$ cat src/kruskal_minimum_spanning_tree_assert.svh
// assertion macros for the kruskal spanning tree datapath
`ifndef KRUSKAL_MINIMUM_SPANNING_TREE_ASSERT_SVH
`define KRUSKAL_MINIMUM_SPANNING_TREE_ASSERT_SVH

`ifndef SYNTHESIS
// property that must hold at every clock edge out of reset
`define KMST_ASSERT(lbl, prop) \
    lbl: assert property (@(posedge clk) disable iff (!rst_n) prop) \
        else $error("kmst assertion failed");
// property whose consequent must hold in the cycle after the antecedent
`define KMST_ASSERT_NEXT(lbl, ante, cons) \
    lbl: assert property (@(posedge clk) disable iff (!rst_n) (ante) |=> (cons)) \
        else $error("kmst next-cycle assertion failed");
`else
`define KMST_ASSERT(lbl, prop)
`define KMST_ASSERT_NEXT(lbl, ante, cons)
`endif

`endif

$ cat src/kmst_pkg.sv
package kmst_pkg;

    // default sizes
    localparam int DEF_MAX_VERTICES = 64;
    localparam int DEF_MAX_EDGES    = 256;
    localparam int DEF_WEIGHT_BITS  = 16;

    // vertex count after reset
    localparam int VCOUNT_RESET = 64;

    // commands from controller to datapath
    typedef struct packed {
        logic load;
        logic init_start;
        logic init_step;
        logic scan_start;
        logic scan_step;
        logic find_begin;
        logic find_chk;
        logic comp_chk;
        logic rank_a_sel;
        logic rank_b_cap;
        logic unite;
        logic skip;
        logic sum;
    } kmst_cmd_t;

    // status from datapath to controller
    typedef struct packed {
        logic init_last;
        logic scan_done;
        logic have_best;
        logic count_full;
        logic hi_bad;
        logic root_hit;
        logic comp_done;
        logic side;
        logic roots_eq;
        logic out_xfer;
    } kmst_sts_t;

endpackage

$ cat src/kmst_ctrl.sv
module kmst_ctrl (
    input  logic              clk,
    input  logic              rst_n,
    input  logic              in_valid,
    input  logic              last_edge,
    output logic              in_ready,
    input  kmst_pkg::kmst_sts_t sts,
    output kmst_pkg::kmst_cmd_t cmd
);
    import kmst_pkg::*;

    localparam logic [3:0] S_IDLE       = 4'd0;
    localparam logic [3:0] S_INIT       = 4'd1;
    localparam logic [3:0] S_SCAN_START = 4'd2;
    localparam logic [3:0] S_SCAN       = 4'd3;
    localparam logic [3:0] S_FIND_RD    = 4'd4;
    localparam logic [3:0] S_FIND_CHK   = 4'd5;
    localparam logic [3:0] S_COMP_RD    = 4'd6;
    localparam logic [3:0] S_COMP_CHK   = 4'd7;
    localparam logic [3:0] S_JOIN_CHK   = 4'd8;
    localparam logic [3:0] S_RANK_A     = 4'd9;
    localparam logic [3:0] S_RANK_B     = 4'd10;
    localparam logic [3:0] S_JOIN       = 4'd11;
    localparam logic [3:0] S_OUT        = 4'd12;
    localparam logic [3:0] S_SUM        = 4'd13;
    localparam logic [3:0] S_SUM_OUT    = 4'd14;

    logic [3:0] state_reg;
    logic [3:0] state_next;

    // state register
    always_ff @(posedge clk or negedge rst_n)
    begin
        if (!rst_n)
        begin
            state_reg <= S_IDLE;
        end
        else
        begin
            state_reg <= state_next;
        end
    end

    assign in_ready = (state_reg == S_IDLE);

    // next state and commands
    always_comb
    begin
        state_next = state_reg;
        cmd        = '0;
        unique case (state_reg)
            S_IDLE:
            begin
                if (in_valid)
                begin
                    cmd.load = 1'b1;
                    if (last_edge)
                    begin
                        cmd.init_start = 1'b1;
                        state_next     = S_INIT;
                    end
                end
            end
            S_INIT:
            begin
                cmd.init_step = 1'b1;
                if (sts.init_last)
                begin
                    state_next = S_SCAN_START;
                end
            end
            S_SCAN_START:
            begin
                if (sts.count_full)
                begin
                    state_next = S_SUM;
                end
                else
                begin
                    cmd.scan_start = 1'b1;
                    state_next     = S_SCAN;
                end
            end
            S_SCAN:
            begin
                cmd.scan_step = 1'b1;
                if (sts.scan_done)
                begin
                    if (!sts.have_best)
                    begin
                        state_next = S_SUM;
                    end
                    else if (sts.hi_bad)
                    begin
                        cmd.skip   = 1'b1;
                        state_next = S_SCAN_START;
                    end
                    else
                    begin
                        cmd.find_begin = 1'b1;
                        state_next     = S_FIND_RD;
                    end
                end
            end
            S_FIND_RD:
            begin
                state_next = S_FIND_CHK;
            end
            S_FIND_CHK:
            begin
                cmd.find_chk = 1'b1;
                state_next   = sts.root_hit ? S_COMP_RD : S_FIND_RD;
            end
            S_COMP_RD:
            begin
                state_next = S_COMP_CHK;
            end
            S_COMP_CHK:
            begin
                cmd.comp_chk = 1'b1;
                if (sts.comp_done)
                begin
                    state_next = sts.side ? S_JOIN_CHK : S_FIND_RD;
                end
                else
                begin
                    state_next = S_COMP_RD;
                end
            end
            S_JOIN_CHK:
            begin
                if (sts.roots_eq)
                begin
                    cmd.skip   = 1'b1;
                    state_next = S_SCAN_START;
                end
                else
                begin
                    state_next = S_RANK_A;
                end
            end
            S_RANK_A:
            begin
                cmd.rank_a_sel = 1'b1;
                state_next     = S_RANK_B;
            end
            S_RANK_B:
            begin
                cmd.rank_b_cap = 1'b1;
                state_next     = S_JOIN;
            end
            S_JOIN:
            begin
                cmd.unite  = 1'b1;
                state_next = S_OUT;
            end
            S_OUT:
            begin
                if (sts.out_xfer)
                begin
                    state_next = S_SCAN_START;
                end
            end
            S_SUM:
            begin
                cmd.sum    = 1'b1;
                state_next = S_SUM_OUT;
            end
            S_SUM_OUT:
            begin
                if (sts.out_xfer)
                begin
                    state_next = S_IDLE;
                end
            end
            default:
            begin
                state_next = S_IDLE;
            end
        endcase
    end

endmodule

$ cat config.mk
export PLATFORM = sky130hd
export DESIGN_NAME = kmst_ctrl
export DESIGN_NICKNAME = d
export VERILOG_FILES = /design/src/kruskal_minimum_spanning_tree_assert.svh /design/src/kmst_pkg.sv /design/src/kmst_ctrl.sv
export SDC_FILE = /design/constraint.sdc
export NUM_CORES = 1
export LEC_CHECK = 0
export ABC_CLOCK_PERIOD_IN_PS = 2450
export BUFFER_PORTS_ARGS = -buffer_cell sky130_fd_sc_hd__buf_4
export CORE_UTILIZATION = 36
export DETAILED_ROUTE_END_ITERATION = 10
export PLACE_DENSITY = 0.75
export SYNTH_ARGS = -nofsm -noshare
export SYNTH_HDL_FRONTEND = slang
export SYNTH_SLANG_ARGS = --single-unit
$ cat constraint.sdc
create_clock -name clk -period 2.45 [get_ports clk]
set_clock_uncertainty 0.1 [all_clocks]
set_input_delay 0.3675 -clock clk [delete_from_list [all_inputs] [get_ports clk]]
set_output_delay 0.3675 -clock clk [all_outputs]
set_load 0.05 [all_outputs]
==> flow_results.org <==
** Run status
- The run finished with clean final reports.

** Floorplan
- From bottom edge to top edge, the die measures 43.3 um.
- IO Pins :: 28
- Measured along the x axis, the die boundary spans 43.3 um.
- Row Count :: 14
- Once the floorplan was initialized, standard cells occupied 39.9% of the core.
- Die area :: 1880 um^2
- Core Footprint :: 1540 um^2

** Global route
- Summed over all layers, the global routing overflow is 0.
- Entering global routing, the biggest net connects 20 pins.
- The first global-routing pass estimated between 2 and 3 mm of wire.
- The via count of the first global-routing pass is 612.
- Global-route usage over all layers :: 17.6%
- The number of antenna violations at the first check in global routing was 0.

** Clocking
- Post-CTS setup repair buffer count :: 0
- TritonCTS Sinks :: 4
- CTS built an H-tree with a depth of 1.
- Clock-pin slew was measured on the worst setup and hold paths at 0.04 ns.
- Number of CTS-inserted buffers :: 3
- Clock Path Buffers :: 2
- Clock network latency to the later pin of the worst-skew pair :: 0.23 ns
- TritonCTS built the clock tree.
- Cell at the root of the clock tree :: clkbuf_4

** Drt
- After detailed routing, the average wire length per cell comes to 13.7 um.
- The first routing iteration left 18 violations.
- Before antenna repair, the detailed router went through 4 iterations.
- DR vias :: around 710
- For this run, design rule violations remaining after detail routing come to 0.
- After detailed routing, the total wire length is 1.64 mm.
- The detail route stage leaves a number of antenna-violating nets equal to 0.
- Using the TritonRoute via totals, the vias-per-cell ratio works out to 5.89.

** Finish
- Layout Nets :: 120
- From synthesis to final layout, the design area changed by 40.7%.
- Number of flip-flops under the largest register name :: 4
- In the final layout, flip-flops and latches occupy 100 um^2.
- Cells fill around 56% of the core in the end.
- The repair_antennas step left the layout with diodes totalling 0.
- Area occupied by multi-input gates :: ~470 um^2
- The post-route netlist has approximately 50% of its cells at a drive strength greater than 1.
- Filler cell count :: between 100 and 150

** Timing
- For this run, the top clock speed supported by timing is 458 MHz.
- Setup repair after global routing left no endpoint under its margin.
- Number of hold-slack violations in the final timing report :: 0
- Subtracting the final worst setup slack from the clock period gives approximately 2.2 ns.
- Final setup fails :: 0
- For the pin with the worst max-slew slack, the measured transition is around 0.50 ns.
- Total negative slack for setup checks :: 0 ns
- Fin. max-slew vios :: 0
- Of the available clock period, the critical path in the final layout requires between 80% and 90%.
- Max-Slew Margin vs Limit :: around two thirds

** Synth
- Sequential cells were found to cover 16.3% of the synthesized design area.
- Summed over all instances, the cell type with the most area after synthesis is dfrtp_1.
- Dominant synthesized flop cell :: dfrtp_1
- Counting flops with an async set or reset pin after synthesis yields a share of 100%.
- The average instance in the mapped netlist occupies 8.08 um^2.
- After synthesis, the largest area contributor takes up 16.3% of total cell area.
- Number of distinct library cells after synthesis :: 41
- Cells after Synth :: between 70 and 80
- The number of nets handed over by synthesis was 90.
- Yosys warning count :: 0
- Flop and latch count out of synthesis :: 4
- Summing every instance area after synthesis gives 614 um^2.
- In this run, synthesis inferred 0 flip-flops with an integrated enable.
- Dominant cells by area after synthesis :: dfrtp_1 (16%), buf_6 (9.2%), nor2_1 (7.3%), nand2_1 (5.5%), a221oi_1 (2.9%)

** Critical path
- Together, buffers and inverters on the worst path number 1.
- The worst setup path is captured at an output pin.
- The worst setup path is launched from a flip-flop.
- Standard cell with the maximum stage delay on the critical path :: dfrtp_1
- The number of cells on the worst reg-to-reg path is 5.
- Largest fanout on the critical path :: 14
- Data on the critical path is required at its endpoint by 1.98 ns.
- The worst register-to-register path has a setup slack of 0.64 ns.
- The worst register-to-register path ends at state_reg[3].
- RR Startpoint :: state_reg[0]
- The worst setup path is of the reg -> out kind.
- Maximum cell stage delay along the critical path :: 0.65 ns
- The kind of cell with the highest combined delay along the critical path is flip-flops.
- Critical path data arrival time :: 1.72 ns
- CP Cell Sequence :: nand2_2 > nor3_4 > nand2_1 > nor3b_4 > buf_4

** Placed design
- Once detailed placement completed, the half-perimeter wirelength came to ~1.3 mm.
- The congestion estimate from routability-driven global placement came to about 0.84.
- Input and output buffers added on the ports amount to 27.

** Power
- In this run the static leakage power is roughly 0.38 nW.
- IR analysis of the VDD net gives a maximum drop of around 0.59 mV.
- In this run the power density over the cells is 1270 nW/um^2.

** Run
- The tool flagged a number of max-cap violations equal to 0.

** Hold path
- The min-delay analysis places its worst path in the category in -> async.
==> cell families after synthesis <==
logic type / after synthesis / synth area share, %
XOR/XNOR: 1 / 1.43
AND/OR/NAND/NOR: 41 / 40.9
multiplexers: 1 / 1.63
AO/OA/AOI/OAI: 20 / 26.9
flip-flops: 4 / 16.3
buffers and inverters: 9 / 12.8
==> timing repair <==
action,4_1_cts,5_1_grt
hold endpoints to repair,4,0
resized for setup,0,0
hold buffers,1,0
==> stage by stage <==
step                std cells  hold WS, ns  setup WS, ns  instance area, um^2  power [mW]
detailed placement        116       0.0666         0.519                  832        1.01
global placement          116       0.0630         0.556                  832       0.994
global route              120        0.395         0.132                  865        1.17
CTS                       120        0.365         0.255                  865        1.09
finish                    120        0.378         0.265                  865        1.10
floorplan                  76      -0.0281        0.0775                  651       0.879
==> routing by layer <==
layer / part of all wire (%) / wire length, um / track usage (%)
met1: 41 / 680 / 23.4
met2: 52 / 852 / 31.9
met3: 6.5 / 106 / 1.28
met4: 0 / 0 / 1.82
met5: 0 / 0 / 0
==> layout make-up <==
| cell class | count | share of cell area, % |
|---|---|---|
| sequential | 4 | 11.6 |
| tap | 16 | 2.32 |
| timing repair buffer | 32 | 28.1 |
| multi-input combinational | 63 | 54.6 |
| clock buffer | 3 | 2.60 |
| inverter | 2 | 0.868 |
==> worst max path at each step <==
stage          slack [ns]  depth (start not counted)  endpoint         start
2_1_floorplan        0.08                          5    cmd[7]  state_reg[2]
3_3_place_gp         0.56                          5    cmd[7]  state_reg[1]
3_5_place_dp         0.52                          5    cmd[7]  state_reg[1]
4_1_cts              0.25                          5    cmd[7]  state_reg[1]
5_1_grt              0.13                          5    cmd[7]  state_reg[1]
6_report             0.26                          5    cmd[7]  state_reg[1]
==> where the power goes <==
part,switching [mW],internal (mW)
registers,0.0717,0.0980
clock network,0.0280,0.0549
logic,0.528,0.314
total,0.628,0.467
==> synth_stat cells, types with 2 or more instances <==
| cell type | number |
|---|---|
| nand2_1 | 9 |
| o21bai_1 | 2 |
| a21oi_1 | 3 |
| o2bb2ai_1 | 2 |
| buf_6 | 5 |
| a221oi_1 | 2 |
| nor2_1 | 12 |
| o21ai_2 | 2 |
| nand2b_2 | 2 |
| nand3_1 | 2 |
| nor4_1 | 2 |
| dfrtp_1 | 4 |
==> worst reg2reg max path, delay by kind of cell (launching register included) <==
family	cells	cell delay, ns
DFF	1	0.50
AOI/OAI and AO/OA	3	0.39
buffers and inverters	1	0.23
and+or+nand+nor	1	0.52
==> layout by cell type (no fill, tap or decap), types with 2 or more instances in the layout <==
cell and instances:
buf_4 31, nor2_1 12, nand2_1 9, dfrtp_1 4
a21oi_1 3, clkbuf_4 3, nand2b_2 2, o21ai_2 2
nand3_1 2, o2bb2ai_1 2, a221oi_1 2
No activity file was read; power rests on OpenSTA's default activity.
